**config.mk**
```make
export PLATFORM = sky130hd
export DESIGN_NAME = pulse_header_injector_core
export DESIGN_NICKNAME = d
export VERILOG_FILES = /design/src/hdl/pihdr_pkg.sv /design/src/hdl/pihdr_ctrl.sv /design/src/hdl/pihdr_dp.sv /design/src/hdl/pulse_header_injector_core.sv
export SDC_FILE = /design/constraint.sdc
export NUM_CORES = 1
export LEC_CHECK = 0
export ABC_AREA = 0
export BUFFER_PORTS_ARGS = -buffer_cell sky130_fd_sc_hd__buf_4
export CAP_MARGIN = 10
export CORE_AREA = 2 2 173 175
export DETAILED_ROUTE_END_ITERATION = 7
export DIE_AREA = 0 0 175 177
export PLACE_DENSITY = 0.84
export SLEW_MARGIN = 20
export SYNTH_ARGS = -nofsm -noshare
export SYNTH_HDL_FRONTEND = slang
export SYNTH_HIERARCHICAL = 1
export SYNTH_SLANG_ARGS = --single-unit
```
**constraint.sdc**
```tcl
create_clock -name aclk -period 7.3 [get_ports aclk]
set_input_delay 0.365 -clock aclk [delete_from_list [all_inputs] [get_ports aclk]]
set_output_delay 0.365 -clock aclk [all_outputs]
set_load 0.01 [all_outputs]
```
**src/hdl/pihdr_pkg.sv**
```systemverilog
// shared types and constants for the pulse header injector
package pihdr_pkg;

    localparam int          HEADER_LEN  = 8;
    localparam int          HDR_IDX_W   = $clog2(HEADER_LEN);
    localparam logic [31:0] HEADER_MARK = 32'hba5eba11;
    localparam logic [31:0] PAD_WORD    = 32'h75757575;

    // input beat layout, msb first
    typedef struct packed {
        logic [2:0]  fill;
        logic [31:0] meta_period;
        logic [31:0] meta_samples;
        logic [31:0] meta_sequence;
        logic [3:0]  meta_position;
        logic        meta_terminate;
        logic [15:0] status_flags;
        logic [31:0] encoder_b;
        logic [31:0] encoder_a;
        logic [31:0] sample_data;
    } in_beat_t;

    typedef enum logic [1:0] {
        ST_IDLE,
        ST_PAD,
        ST_HDR,
        ST_DATA
    } state_t;

    typedef enum logic [2:0] {
        OP_NONE,
        OP_PASS,
        OP_TERM,
        OP_CAPTURE,
        OP_PAD,
        OP_HDR,
        OP_DATA
    } op_t;

    typedef struct packed {
        op_t op;
    } cmd_t;

    typedef struct packed {
        logic in_sync;
        logic in_term;
        logic pads_zero;
        logic pad_last;
        logic hdr_last;
        logic out_free;
    } stat_t;

endpackage

```
**src/hdl/pihdr_ctrl.sv**
```systemverilog
// sequencer for pass, pad, header and sample beats
module pihdr_ctrl
    import pihdr_pkg::*;
(
    input  logic  aclk,
    input  logic  aresetn,
    input  logic  s_tvalid,
    output logic  s_tready,
    input  stat_t stat,
    output cmd_t  cmd
);

    state_t state_reg;
    state_t state_next;

    always_ff @(posedge aclk) begin
        if (!aresetn) begin
            state_reg <= ST_IDLE;
        end else begin
            state_reg <= state_next;
        end
    end

    always_comb begin
        state_next = state_reg;
        cmd.op     = OP_NONE;
        s_tready   = 1'b0;
        unique case (state_reg)
            ST_IDLE: begin
                s_tready = stat.out_free;
                if (s_tvalid && stat.out_free) begin
                    if (!stat.in_sync) begin
                        cmd.op = OP_PASS;
                    end else if (stat.in_term) begin
                        cmd.op = OP_TERM;
                    end else begin
                        cmd.op     = OP_CAPTURE;
                        state_next = stat.pads_zero ? ST_HDR : ST_PAD;
                    end
                end
            end
            ST_PAD: begin
                if (stat.out_free) begin
                    cmd.op = OP_PAD;
                    if (stat.pad_last) state_next = ST_HDR;
                end
            end
            ST_HDR: begin
                if (stat.out_free) begin
                    cmd.op = OP_HDR;
                    if (stat.hdr_last) state_next = ST_DATA;
                end
            end
            ST_DATA: begin
                if (stat.out_free) begin
                    cmd.op     = OP_DATA;
                    state_next = ST_IDLE;
                end
            end
            default: begin
                state_next = ST_IDLE;
            end
        endcase
    end

endmodule

```
**src/hdl/pihdr_dp.sv**
```systemverilog
// pulse state, captured header fields and output register
module pihdr_dp
    import pihdr_pkg::*;
#(
    parameter int PAD_LIMIT = 55
) (
    input  logic         aclk,
    input  logic         aresetn,
    input  logic [215:0] s_tdata,
    input  logic [0:0]   s_tuser,
    output logic         m_tvalid,
    input  logic         m_tready,
    output logic [31:0]  m_tdata,
    output logic [2:0]   m_tuser,
    output logic         m_tlast,
    input  cmd_t         cmd,
    output stat_t        stat
);

    // pad counter wide enough for the pad limit
    localparam int PAD_CNT_W = (PAD_LIMIT > 0) ? $clog2(PAD_LIMIT + 1) : 1;

    in_beat_t in_beat;
    assign in_beat = in_beat_t'(s_tdata);

    logic        pulse_active_reg, pulse_active_next;
    logic        bundle_active_reg, bundle_active_next;
    logic        end_bundle_reg;
    logic [31:0] expected_reg;
    logic [31:0] seen_reg;

    logic [15:0]          status_reg;
    logic [3:0]           position_reg;
    logic [31:0]          enc_a_reg, enc_b_reg, sequence_reg, period_reg, data_reg;
    logic                 trunc_reg;
    logic [PAD_CNT_W-1:0] pad_cnt_reg;
    logic [HDR_IDX_W-1:0] hdr_idx_reg;

    logic        out_valid_reg;
    logic [31:0] out_data_reg;
    logic        out_gate_reg, out_sync_reg, out_trunc_reg, out_last_reg;

    logic [31:0]          missing;
    logic                 over_limit;
    logic [PAD_CNT_W-1:0] pads;
    logic [31:0]          hdr_word;
    logic                 pass_end;
    logic                 out_free;

    always_comb begin
        missing    = (seen_reg < expected_reg) ? (expected_reg - seen_reg) : 32'd0;
        over_limit = missing > 32'(PAD_LIMIT);
        pads       = over_limit ? PAD_CNT_W'(PAD_LIMIT) : missing[PAD_CNT_W-1:0];
    end

    assign pass_end           = (seen_reg == expected_reg);
    assign pulse_active_next  = pass_end ? 1'b0 : pulse_active_reg;
    assign bundle_active_next = (pass_end && end_bundle_reg) ? 1'b0 : bundle_active_reg;
    assign out_free           = !out_valid_reg || m_tready;

    always_comb begin
        case (hdr_idx_reg)
            3'd0:    hdr_word = HEADER_MARK;
            3'd1:    hdr_word = {12'd0, position_reg, status_reg};
            3'd2:    hdr_word = enc_a_reg;
            3'd3:    hdr_word = enc_b_reg;
            3'd4:    hdr_word = sequence_reg;
            3'd5:    hdr_word = expected_reg;
            3'd6:    hdr_word = period_reg;
            default: hdr_word = 32'd0;
        endcase
    end

    always_comb begin
        stat.in_sync   = s_tuser[0];
        stat.in_term   = in_beat.meta_terminate;
        stat.pads_zero = (pads == '0);
        stat.pad_last  = (pad_cnt_reg == PAD_CNT_W'(1));
        stat.hdr_last  = (hdr_idx_reg == HDR_IDX_W'(HEADER_LEN - 1));
        stat.out_free  = out_free;
    end

    // pulse and bundle state
    always_ff @(posedge aclk) begin
        if (!aresetn) begin
            pulse_active_reg  <= 1'b0;
            bundle_active_reg <= 1'b0;
            end_bundle_reg    <= 1'b0;
            expected_reg      <= 32'd0;
            seen_reg          <= 32'd0;
        end else begin
            unique case (cmd.op)
                OP_PASS: begin
                    pulse_active_reg  <= pulse_active_next;
                    bundle_active_reg <= bundle_active_next;
                    seen_reg          <= seen_reg + 32'd1;
                end
                OP_TERM: begin
                    pulse_active_reg  <= 1'b0;
                    bundle_active_reg <= 1'b0;
                    end_bundle_reg    <= 1'b0;
                    expected_reg      <= 32'd0;
                    seen_reg          <= 32'd0;
                end
                OP_CAPTURE: begin
                    pulse_active_reg  <= 1'b1;
                    bundle_active_reg <= 1'b1;
                    end_bundle_reg    <= in_beat.meta_position[3];
                    expected_reg      <= in_beat.meta_samples;
                    seen_reg          <= 32'd1;
                end
                default: begin
                end
            endcase
        end
    end

    // captured sync beat and run counters
    always_ff @(posedge aclk) begin
        case (cmd.op)
            OP_CAPTURE: begin
                status_reg   <= in_beat.status_flags;
                position_reg <= in_beat.meta_position;
                enc_a_reg    <= in_beat.encoder_a;
                enc_b_reg    <= in_beat.encoder_b;
                sequence_reg <= in_beat.meta_sequence;
                period_reg   <= in_beat.meta_period;
                data_reg     <= in_beat.sample_data;
                trunc_reg    <= over_limit;
                pad_cnt_reg  <= pads;
                hdr_idx_reg  <= '0;
            end
            OP_PAD:  pad_cnt_reg <= pad_cnt_reg - PAD_CNT_W'(1);
            OP_HDR:  hdr_idx_reg <= hdr_idx_reg + HDR_IDX_W'(1);
            default: begin
            end
        endcase
    end

    // output register
    always_ff @(posedge aclk) begin
        if (!aresetn) begin
            out_valid_reg <= 1'b0;
        end else begin
            case (cmd.op)
                OP_PASS:                out_valid_reg <= pulse_active_next || !bundle_active_next;
                OP_PAD, OP_HDR, OP_DATA: out_valid_reg <= 1'b1;
                default:                if (m_tready) out_valid_reg <= 1'b0;
            endcase
        end
    end

    always_ff @(posedge aclk) begin
        case (cmd.op)
            OP_PASS: begin
                out_data_reg  <= in_beat.sample_data;
                out_gate_reg  <= pulse_active_next;
                out_sync_reg  <= 1'b0;
                out_trunc_reg <= 1'b0;
                out_last_reg  <= 1'b1;
            end
            OP_PAD: begin
                out_data_reg  <= PAD_WORD;
                out_gate_reg  <= 1'b1;
                out_sync_reg  <= 1'b0;
                out_trunc_reg <= trunc_reg;
                out_last_reg  <= 1'b0;
            end
            OP_HDR: begin
                out_data_reg  <= hdr_word;
                out_gate_reg  <= 1'b1;
                out_sync_reg  <= 1'b1;
                out_trunc_reg <= trunc_reg;
                out_last_reg  <= 1'b0;
            end
            OP_DATA: begin
                out_data_reg  <= data_reg;
                out_gate_reg  <= 1'b1;
                out_sync_reg  <= 1'b0;
                out_trunc_reg <= trunc_reg;
                out_last_reg  <= 1'b1;
            end
            default: begin
            end
        endcase
    end

    assign m_tvalid = out_valid_reg;
    assign m_tdata  = out_data_reg;
    assign m_tuser  = {out_trunc_reg, out_sync_reg, out_gate_reg};
    assign m_tlast  = out_last_reg;

endmodule

```
**src/hdl/pulse_header_injector_core.sv**
```systemverilog
// top level of the pulse header injector
// A non-sync sample beat is taken and leaves through the output register,
// so the sample stream runs at one beat per clock while the consumer keeps
// m_tready high. Words between pulses inside a transfer bundle are dropped
// and give no output beat. A sync beat with terminate set clears the pulse
// state and gives no output. Any other sync beat is taken and then holds
// the input while the sequencer emits the pad words (at most PAD_LIMIT),
// the eight header words and the sample word itself, one per cycle through
// the single output register; a stalled consumer adds its stall cycles.
// m_tlast marks the final beat caused by one input beat.
module pulse_header_injector_core
    import pihdr_pkg::*;
#(
    parameter int PAD_LIMIT = 55
) (
    input  logic         aclk,
    input  logic         aresetn,
    // input beats
    input  logic         s_tvalid,
    output logic         s_tready,
    // [31:0] sample_data, [63:32] encoder_a, [95:64] encoder_b,
    // [111:96] status_flags, [112] meta_terminate, [116:113] meta_position,
    // [148:117] meta_sequence, [180:149] meta_samples, [212:181] meta_period,
    // [215:213] zero
    input  logic [215:0] s_tdata,
    // [0] sync_in
    input  logic [0:0]   s_tuser,
    // output beats
    output logic         m_tvalid,
    input  logic         m_tready,
    // [31:0] out_data
    output logic [31:0]  m_tdata,
    // [0] out_gate, [1] out_sync, [2] pad_truncated
    output logic [2:0]   m_tuser,
    // last_of_run
    output logic         m_tlast
);

    // controller to datapath commands and status back
    cmd_t  cmd;
    stat_t stat;

    pihdr_ctrl u_ctrl (
        .aclk     (aclk),
        .aresetn  (aresetn),
        .s_tvalid (s_tvalid),
        .s_tready (s_tready),
        .stat     (stat),
        .cmd      (cmd)
    );

    pihdr_dp #(
        .PAD_LIMIT (PAD_LIMIT)
    ) u_dp (
        .aclk     (aclk),
        .aresetn  (aresetn),
        .s_tdata  (s_tdata),
        .s_tuser  (s_tuser),
        .m_tvalid (m_tvalid),
        .m_tready (m_tready),
        .m_tdata  (m_tdata),
        .m_tuser  (m_tuser),
        .m_tlast  (m_tlast),
        .cmd      (cmd),
        .stat     (stat)
    );

    // input is taken only when the output register can take a beat
    a_ready_free: assert property (@(posedge aclk) disable iff (!aresetn)
        s_tready |-> (m_tready || !m_tvalid))
        else $error("input ready while output register is blocked");

    // header beats are always inside a pulse and never end a run
    a_sync_gate: assert property (@(posedge aclk) disable iff (!aresetn)
        (m_tvalid && m_tuser[1]) |-> (m_tuser[0] && !m_tlast))
        else $error("header beat without gate or with last");

    // truncation only ever marks beats of a sync run
    a_trunc_gate: assert property (@(posedge aclk) disable iff (!aresetn)
        (m_tvalid && m_tuser[2]) |-> m_tuser[0])
        else $error("truncation flag on an ungated beat");

    // a capture holds off the input for at least the next cycle
    a_capture_hold: assert property (@(posedge aclk) disable iff (!aresetn)
        (cmd.op == OP_CAPTURE) |=> !s_tready)
        else $error("input ready right after a sync capture");

endmodule
```
==> results of run 1 <==
worst max-delay path, cell delays in order, from the launching register on:
cell      delay (ns)
dfxtp_1         0.39
inv_1           0.11
ha_1            0.33
or2b_1          0.26
a21boi_0        0.18
buf_4           0.23
and2b_1         0.76
and2_1          0.40
nand2_1         0.21
nor4_2          0.48
nand3_1         0.32
or3_1           0.51
nor3_1          0.22
mux2i_1         0.25
and2_1          0.15
power groups by stage:
stage / registers (mW) / logic (mW) / clock network [mW]
final: 2.21 / 1.89 / 1.45
after global routing: 2.21 / 2.02 / 1.51
after CTS: 2.19 / 1.82 / 1.41
after detailed placement: 2.22 / 1.73 / 0
after global placement: 2.21 / 1.70 / 0
after floorplan: 2.24 / 1.13 / 0
cell usage after synthesis (6+ instances only):
cell and instances:
nand2b_1 13, a311oi_1 6, o21ai_0 68, or3_1 8
a21boi_0 11, a41oi_1 9, a21oi_1 87, nand4_1 19
o21a_1 19, nor2b_1 7, and3_1 15, nor3_1 21
mux2_2 34, nor2_1 89, a21o_1 9, xor2_1 8
dfxtp_1 70, buf_2 6, o22a_1 19, xnor2_1 18
a31oi_1 17, a22o_1 32, a211oi_1 9, a22oi_1 25
ha_1 47, and2_1 14, nand3_1 31, edfxtp_1 226
clkbuf_1 53, nand2_1 116, inv_1 56, a222oi_1 12
buf_4 8, buf_1 6, mux2i_1 16, o211ai_1 7
per-stage QoR:
stage | cells | hold slack (ns) | power (mW) | setup WS, ns | utilization
floorplan | 1284 | 0.458 | 3.37 | 1.53 | -
global placement | 1864 | 0.469 | 3.92 | 2.84 | 0.568
detailed placement | 1864 | 0.490 | 3.95 | 2.67 | 0.568
CTS | 2095 | 0.0000761 | 5.42 | 2.60 | 0.659
global route | 2101 | 0.00331 | 5.74 | 2.20 | 0.660
finish | 2101 | 0.0101 | 5.55 | 2.42 | 0.660
how the worst min path moves through the flow:
stage                           start                      to  slack (ns)  depth (start not counted)
2_1_floorplan  u_dp/bundle_active_reg  u_dp/bundle_active_reg        0.46                          2
3_3_place_gp    u_dp/pulse_active_reg   u_dp/pulse_active_reg        0.47                          2
3_5_place_dp    u_dp/pulse_active_reg   u_dp/pulse_active_reg        0.49                          2
4_1_cts                  s_tdata[178]   u_dp/expected_reg[29]     0.00008                          2
5_1_grt                  s_tdata[140]   u_dp/sequence_reg[23]       0.003                          1
6_report                 s_tdata[140]   u_dp/sequence_reg[23]        0.01                          1
cell usage in the layout (no fill, tap or decap), types with 8 or more instances in the layout:
cell type	n
mux2_2	34
nor3_1	21
and3_1	15
buf_4	269
edfxtp_1	226
nor2_1	89
and2_1	14
nand3_1	31
clkbuf_16	29
a21oi_1	86
dfxtp_1	70
o22a_1	19
a222oi_1	12
dlygate4sd3_1	180
a21boi_0	10
mux2i_1	16
a31oi_1	17
or3_1	8
ha_1	47
nand2_1	116
a21o_1	9
a22oi_1	25
inv_1	54
o21ai_0	68
nand4_1	19
xnor2_1	18
a41oi_1	9
o21a_1	19
xor2_1	8
a22o_1	32
a211oi_1	9
nand2b_1	13
routing by layer:
metal | global-route usage | part of all wire | up-vias
li1 | - | - | 5665
met1 | 0.373 | 0.34 | 6007
met2 | 0.561 | 0.48 | 1035
met3 | 0.0601 | 0.098 | 272
met4 | 0.200 | 0.080 | 2
met5 | 0 | 0.00017 | -
kinds of logic after synthesis:
logic type	after synthesis	share of synthesized area
xor+xnor	26	0.0158
flops	296	0.567
mux	50	0.0376
simple gates	354	0.117
fa+ha+maj	48	0.0421
compound gates	374	0.179
buf+inv	136	0.0418
area by class of cell:
cell class / count / share of cell area
tap: 390 / 0.0253
antenna: 6 / 0.000778
clock buffer: 38 / 0.0410
multi-input combinational: 852 / 0.294
sequential: 296 / 0.424
inverter: 56 / 0.0112
clock inverter: 13 / 0.00441
timing repair buffer: 450 / 0.199
repair_timing:
item	4_1_cts	5_1_grt
gates resized for setup	0	0
hold endpoints to repair	180	0
hold buffers	180	0
==> out/qor.csv, run 1 <==
metric,value,unit
status,"complete, no violations",
synth_flop_cell,edfxtp_1,
ir_drop,0.000232,V
grt_overflow,0,
grt_antenna_before_repair,7,
period_minus_slack,4.88,ns
p_int,3.63,mW
ys_types,76,
synth_top_area_share,0.470,
drcViolationCount,0,
multiInputGateArea,0.00568,mm2
wire_per_inst,24.7,um
io_buffers,255,
mappedNetlistNets,1553,
required,7.81,ns
drive_gt1_frac,0.215,
slew_headroom,0.253,
synth_top_area_cell,edfxtp_1,
netlist_area,0.0144,mm2
fmax,205,MHz
p_seq_frac,0.398,
cp-start-kind,register,
vias_per_cell,6.18,
place_area,0.0166,mm2
ys_ff_latch,296,
combPwrFrac,0.342,
cts_tree,done,
core.rowCount,63,
drt_iter0_markers,1784,
insertion_delay,0.57,ns
cts.sinks,296,
cp-end-kind,register,
grt_pass1_wl,76100,um
final-seq-area,0.00819,mm2
routed_wl,51800,um
rsz0062_at_grt,false,
nets,1954,
htreeDepth,1,
pin_count,259,
hold_viol,0,
ant_nets,0,
fin_tns_setup,0,ns
cts_buffer_depth,3,
p_sw,1.91,mW
fin_crit_sh,0.668,
clk_pin_slew,0.06,ns
die_area,0.0310,mm2
swShare,0.345,
cts-root-buf,clkbuf_16,
power_density,287,mW/mm2
fp.coreArea,0.0292,mm2
synth_area_leaders,"edfxtp_1 (47%), dfxtp_1 (9.7%), ha_1 (4.1%), a21oi_1 (3.0%), nand2_1 (3.0%)",
syn_area_per_cell,11.3,um2
die_w,175,um
clock_power_share,0.261,
drv_slew,0,
yosys_warnings,6,
cts_made_buffers,29,
async_flop_share,0,
reg2reg_to,u_dp/seen_reg[28],
seq_area_frac_synth,0.567,
grt_usage,0.324,
hpwl,31500,um
tightest_slew,1.12,ns
r2r_cells,14,
setup.worst_path.end,u_dp/seen_reg[28],
post-cts-setup-buffers,0,
fp.dieH,177,um
cap_violations,0,
rr_startpoint,u_ctrl/state_reg[0],
setup_violations,0,
vias,12981,
hold_class,in -> reg,
grt_max_degree,168,
synth_edf_count,226,
skew,0.0269,ns
fill_cells,1939,
worst-setup-path-type,reg -> reg,
crit_path_start,u_ctrl/state_reg[0],
syn_inst,1284,
worstPathArrival,5.39,ns
critPathMaxFanout,25,
p_leak,7.46,nW
design_area,0.0193,mm2
dr.pass1.iters,7,
syn2layout_area_growth,33.6,%
grt_pass1_vias,13015,
r2r_slack,2.42,ns
finalWeightedCongestion,0.934,
start_util,0.494,
Note: power is estimated with default switching activity, not from simulation.
==> inputs of run 2 (changes only) <==
--- a/config.mk
+++ b/config.mk
@@ -11,7 +11,7 @@
 export CORE_AREA = 2 2 173 175
 export DETAILED_ROUTE_END_ITERATION = 7
 export DIE_AREA = 0 0 175 177
-export PLACE_DENSITY = 0.84
+export PLACE_DENSITY = 0.87
 export SLEW_MARGIN = 20
 export SYNTH_ARGS = -nofsm -noshare
 export SYNTH_HDL_FRONTEND = slang
==> constraint.sdc (replaced) <==
create_clock -name aclk -period 4.1 [get_ports aclk]
set_input_delay 0.205 -clock aclk [delete_from_list [all_inputs] [get_ports aclk]]
set_output_delay 0.205 -clock aclk [all_outputs]
set_load 0.01 [all_outputs]
==> run 2 against run 1 <==
Against the previous run: register-to-register slack got worse by 2.1 ns; maximum frequency up 29%; first-iteration DRC count is 28% higher; total power up 81%; worst hold slack gained 0.048 ns; critical endpoint is now u_dp/seen_reg[30].
==> out/qor.csv, run 2 (synthesis gave the netlist of run 1 again) <==
metric,value,unit,change
status,"complete, no violations",,unchanged
cts.sinks,296,,unchanged
critPathMaxFanout,9,,was 25
rsz0062_at_grt,false,,unchanged
nets,2005,,"was 1,954"
total_power,10.0,mW,was 5.55 mW
r2r_slack,0.32,ns,was 2.42 ns
power_density,508,mW/mm2,was 287 mW/mm2
insertion_delay,0.59,ns,was 0.57 ns
hold_end,u_dp/m_tvalid,,was u_dp/sequence_reg[23]
slew_headroom,0.288,,was 0.253
ant_nets,0,,unchanged
drcViolationCount,0,,unchanged
period_minus_slack,3.78,ns,was 4.88 ns
clock_power_share,0.257,,was 0.261
grt_antenna_before_repair,1,,was 7
drive_gt1_frac,0.226,,was 0.215
drv_slew,0,,unchanged
skew,0.0295,ns,was 0.0269 ns
vias_per_cell,6.42,,was 6.18
syn2layout_area_growth,37.1,%,was 33.6%
vias,13809,,"was 12,981"
io_buffers,255,,unchanged
die_area,0.0310,mm2,unchanged
grt_max_degree,130,,was 168
cts_tree,done,,unchanged
grt_pass1_wl,84300,um,"was 76,100 um"
p_sw,3.54,mW,was 1.91 mW
layout_common_cells,"buf_4 (287), edfxtp_1 (226), dlygate4sd3_1 (212)",,"was buf_4 (269), edfxtp_1 (226), dlygate4sd3_1 (180)"
clk_pin_slew,0.07,ns,was 0.06 ns
critPathMaxStageDelay,0.55,ns,was 0.76 ns
fin_crit_sh,0.923,,was 0.668
place_ws,0.271,ns,was 2.67 ns
fp.coreArea,0.0292,mm2,unchanged
die_w,175,um,unchanged
cp-end-kind,register,,unchanged
r2r_cells,12,,was 14
reg2reg_to,u_dp/seen_reg[30],,was u_dp/seen_reg[28]
htreeDepth,1,,unchanged
fmax,264,MHz,was 205 MHz
critPathSlowestCell,or3_1,,was and2b_1
hp-start,aresetn,,was s_tdata[140]
drt_iter0_markers,2279,,"was 1,784"
fp.dieH,177,um,unchanged
p_int,6.51,mW,was 3.63 mW
grt_overflow,0,,unchanged
cts-root-buf,clkbuf_16,,unchanged
dp.cells,1883,,"was 1,864"
cts_buffer_depth,3,,unchanged
pin_count,259,,unchanged
crit_top_cell,or3_1,,was and2_1
p_leak,7.72,nW,was 7.46 nW
routed_wl,57100,um,"was 51,800 um"
setup_violations,0,,unchanged
cap_violations,0,,unchanged
hold_depth,2,,was 1
rr_startpoint,u_ctrl/state_reg[1],,was u_ctrl/state_reg[0]
combPwrFrac,0.350,,was 0.342
start_util,0.494,,unchanged
required,4.59,ns,was 7.81 ns
hpwl,32900,um,"was 31,500 um"
cp_cell_sequence,inv_2 > ha_4 > or2b_1 > a21boi_1 > and2b_1 > and2_1 > nand2_1 > nor4_2 > nand3_1 > or3_1 > or3_1 > a21boi_0,,was inv_1 > ha_1 > or2b_1 > a21boi_0 > buf_4 > and2b_1 > and2_1 > nand2_1 > nor4_2 > nand3_1 > or3_1 > nor3_1 > mux2i_1 > and2_1
setup_ws,0.317,ns,was 2.42 ns
worstPathArrival,4.27,ns,was 5.39 ns
final_core_util,0.677,,was 0.660
fin_tns_setup,0,ns,unchanged
p_seq_frac,0.393,,was 0.398
worst-setup-path-type,reg -> reg,,unchanged
finalWeightedCongestion,1.03,,was 0.934
grt_pass1_vias,13716,,"was 13,015"
fill_cells,1711,,"was 1,939"
cp-start-kind,register,,unchanged
post-cts-setup-buffers,0,,unchanged
layout.cells.non_filler,2150,,"was 2,101"
hold_class,in -> reg,,unchanged
cts_made_buffers,29,,unchanged
dr.pass1.iters,6,,was 7
wire_per_inst,26.5,um,was 24.7 um
swShare,0.352,,was 0.345
core.rowCount,63,,unchanged
final_common_cell,buf_4,,unchanged
tightest_slew,1.07,ns,was 1.12 ns
grt_usage,0.362,,was 0.324
ir_drop,0.000467,V,was 0.000232 V
hold_viol,0,,unchanged
## run 2: cell count changes in the layout (fill, tap and decap cells not counted), moves of 2 or more
cell	previous run	this run
buf_4	269	287
clkbuf_8	3	0
clkinv_2	4	9
dfxtp_1	70	68
dfxtp_2	0	2
diode_2	6	2
dlygate4sd3_1	180	212
inv_2	0	2
## run 2: layout make-up
class                   count  area [um2]  area share
diodes                      2        5.00    0.000253
clock buffers              33         741      0.0374
clock inverters            20         123     0.00619
inverters                  56         214      0.0108
multi-input cells         852        5720       0.289
flip-flops and latches    296        8190       0.414
well taps                 390         488      0.0246
repair buffers            501        4320       0.218
## run 2: layer usage
metal | wire length, um | GRT usage
met1 | 19200 | 0.428
met2 | 26100 | 0.583
met3 | 6500 | 0.0775
met4 | 5310 | 0.270
met5 | 0 | 0
## run 2: power groups by stage
stage	registers [mW]	logic (mW)	clock network (mW)
after floorplan	3.98	2.07	0
after global placement	3.95	3.10	0
after detailed placement	3.96	3.15	0
after CTS	3.91	3.35	2.47
after global routing	3.96	3.73	2.69
final	3.95	3.52	2.58
## run 2: worst max path at each step
stage,slack (ns),depth (start not counted),startpoint,end
after floorplan,-0.19,8,u_ctrl/state_reg[1],u_dp/data_reg[0]
after global placement,0.40,16,u_dp/expected_reg[0],u_ctrl/state_reg[1]
after detailed placement,0.27,16,u_dp/expected_reg[0],u_ctrl/state_reg[1]
after CTS,0.24,16,u_dp/expected_reg[0],u_ctrl/state_reg[1]
after global routing,0.07,16,u_dp/expected_reg[0],u_ctrl/state_reg[1]
final,0.32,12,u_ctrl/state_reg[1],u_dp/seen_reg[30]
## run 2: what timing repair did
action / CTS / global route
hold buffers: 212 / 0
gates resized for setup: 0 / 2
endpoints found under the setup margin: 0 / 2
endpoints found under the hold margin: 243 / 0
## run 2: worst max-delay path, delay by kind of cell, from the launching register on
family	cells	cell delay, ns
buffers and inverters	1	0.07
DFF	1	0.37
adders and majority gates	1	0.20
and+or+nand+nor	8	2.58
AOI/OAI and AO/OA	2	0.47
## run 2: per-stage QoR
step | hold WS, ns | cell area (um2)
2_1_floorplan | 0.304 | 14500
3_3_place_gp | 0.384 | 16800
3_5_place_dp | 0.384 | 16800
4_1_cts | 0.0375 | 19800
5_1_grt | 0.0732 | 19800
6_report | 0.0584 | 19800
==> inputs of run 3 (changes only) <==
--- a/config.mk
+++ b/config.mk
@@ -8,10 +8,10 @@
 export ABC_AREA = 0
 export BUFFER_PORTS_ARGS = -buffer_cell sky130_fd_sc_hd__buf_4
 export CAP_MARGIN = 10
-export CORE_AREA = 2 2 173 175
+export CORE_AREA = 2 2 207 209
 export DETAILED_ROUTE_END_ITERATION = 7
-export DIE_AREA = 0 0 175 177
-export PLACE_DENSITY = 0.87
+export DIE_AREA = 0 0 209 211
+export PLACE_DENSITY = 0.68
 export SLEW_MARGIN = 20
 export SYNTH_ARGS = -nofsm -noshare
 export SYNTH_HDL_FRONTEND = slang
==> run 3 against run 2 <==
Against the previous run: design area increased by 2.2%; largest cell class unchanged; utilization decreased by 19 points; total power increased by 1.6%; wire length decreased by 9.2%; sequential cell count unchanged.
==> out/qor.csv, run 3 (synthesis gave the netlist of run 1 again) <==
metric,value,unit,change
grt_max_degree,58,,was 130
io_buffers,255,,unchanged
fmax,260,MHz,was 264 MHz
dr.pass1.iters,8,,was 6
post-cts-setup-buffers,0,,unchanged
ant_nets,0,,unchanged
vias,12539,,"was 13,809"
place_ws,0.305,ns,was 0.271 ns
final_core_util,0.484,,was 0.677
slew_headroom,0.328,,was 0.288
worst-setup-path-type,reg -> reg,,unchanged
swShare,0.335,,was 0.352
p_seq_frac,0.382,,was 0.393
grt_pass1_vias,12703,,"was 13,716"
fp.coreArea,0.0418,mm2,was 0.0292 mm2
pin_count,259,,unchanged
p_leak,7.86,nW,was 7.72 nW
period_minus_slack,3.84,ns,was 3.78 ns
grt_usage,0.228,,was 0.362
drt_iter0_markers,1261,,"was 2,279"
grt_pass1_wl,76500,um,"was 84,300 um"
hold_depth,2,,unchanged
vias_per_cell,5.41,,was 6.42
combPwrFrac,0.348,,was 0.350
status,"complete, no violations",,unchanged
holdWs,0.0485,ns,was 0.0584 ns
ir_drop,0.000336,V,was 0.000467 V
grt_antenna_before_repair,3,,was 1
core.rowCount,75,,was 63
finalWeightedCongestion,0.952,,was 1.03
layout_common_cells,"buf_4 (303), edfxtp_1 (226), dlygate4sd3_1 (212)",,"was buf_4 (287), edfxtp_1 (226), dlygate4sd3_1 (212)"
rsz0062_at_grt,false,,unchanged
routed_wl,51800,um,"was 57,100 um"
cap_violations,0,,unchanged
syn2layout_area_growth,40.1,%,was 37.1%
fp.dieH,211,um,was 177 um
cts_made_buffers,31,,was 29
multiInputGateArea,0.00573,mm2,was 0.00572 mm2
drive_gt1_frac,0.232,,was 0.226
wire_per_inst,22.4,um,was 26.5 um
setup_violations,0,,unchanged
tightest_slew,1.01,ns,was 1.07 ns
hold_class,in -> reg,,unchanged
nets,2023,,"was 2,005"
clk_pin_slew,0.06,ns,was 0.07 ns
cp-end-kind,register,,unchanged
r2r_cells,14,,was 12
skew,0.0230,ns,was 0.0295 ns
required,4.60,ns,was 4.59 ns
design_area,0.0202,mm2,was 0.0198 mm2
die_area,0.0441,mm2,was 0.0310 mm2
worstPathArrival,4.34,ns,was 4.27 ns
fill_cells,3599,,"was 1,711"
cts_buffer_depth,3,,unchanged
setup_ws,0.259,ns,was 0.317 ns
drv_slew,0,,unchanged
cts.sinks,296,,unchanged
place_area,0.0171,mm2,was 0.0168 mm2
final_common_cell,buf_4,,unchanged
p_sw,3.42,mW,was 3.54 mW
clock_power_share,0.271,,was 0.257
cp-start-kind,register,,unchanged
start_util,0.346,,was 0.494
cts-root-buf,clkbuf_16,,unchanged
drcViolationCount,0,,unchanged
hold_viol,0,,unchanged
die_w,209,um,was 175 um
htreeDepth,1,,unchanged
final-seq-area,0.00819,mm2,unchanged
insertion_delay,0.59,ns,about the same
fin_crit_sh,0.937,,was 0.923
hpwl,35900,um,"was 32,900 um"
power_density,505,mW/mm2,was 508 mW/mm2
cts_tree,done,,unchanged
p_int,6.79,mW,was 6.51 mW
grt_overflow,0,,unchanged
critPathMaxFanout,8,,was 9
-- run 3: cell count changes in the layout (fill, tap and decap cells not counted), moves of 2 or more --
cell / previous run / this run
clkbuf_1: 4 / 8
clkbuf_16: 29 / 31
clkinv_2: 9 / 5
bufinv_16: 0 / 2
clkbuf_8: 0 / 2
buf_4: 287 / 303
clkinvlp_4: 3 / 1
-- run 3: metal layers --
metal,global-route usage,up-vias,share of wire
li1,-,5796,-
met1,0.295,6073,0.41
met2,0.392,578,0.49
met3,0.0294,92,0.063
met4,0.0825,0,0.036
met5,0,-,0
-- run 3: timing repair --
action,4_1_cts,5_1_grt
resized for setup,0,3
endpoints found under the hold margin,245,0
endpoints found under the setup margin,0,4
hold buffers,212,0
-- run 3: area by class of cell --
type | count | share of cell area
Multi-Input combinational cell | 852 | 0.283
Antenna cell | 3 | 0.000371
Clock buffer | 41 | 0.0412
Tap cell | 539 | 0.0333
Timing Repair Buffer | 517 | 0.219
Sequential cell | 296 | 0.405
Clock inverter | 15 | 0.00699
Inverter | 56 | 0.0106
-- run 3: metrics by stage --
stage	instances	power, mW	TNS [ns]
after floorplan	1284	6.05	-33.75
after global placement	2048	7.22	0
after detailed placement	2048	7.24	0
after CTS	2316	10.1	0
after global routing	2318	10.7	0
final	2319	10.2	0
-- run 3: path summary, 6_finish.rpt --
kind,start,to,slack [ns]
hold / removal,aresetn,u_dp/seen_reg[7],0.05
setup / recovery,u_dp/seen_reg[14],u_ctrl/state_reg[1],0.26
hold reg to reg,u_dp/pulse_active_reg,u_dp/pulse_active_reg,0.49
setup reg to reg,u_dp/seen_reg[14],u_ctrl/state_reg[1],0.26
-- run 3: power by group through the flow --
| stage | clock network, mW | logic, mW | registers [mW] |
|---|---|---|---|
| after global placement | 0 | 3.28 | 3.94 |
| after detailed placement | 0 | 3.29 | 3.95 |
| final | 2.76 | 3.55 | 3.90 |
| after floorplan | 0 | 2.07 | 3.98 |
| after global routing | 2.91 | 3.82 | 3.92 |
| after CTS | 2.77 | 3.48 | 3.89 |
-- run 3: critical path: stages (launching register included) --
cell and delay (ns):
dfxtp_1 0.40, inv_1 0.10, ha_1 0.39, a21oi_1 0.23, o21a_1 0.33, o22ai_1 0.12
nor3_1 0.40, nand4_1 0.21, a2111oi_2 0.40, nand4_1 0.19, nor4_4 0.38, a31o_1 0.24
nand2b_1 0.12, o211ai_1 0.08, mux2i_1 0.14
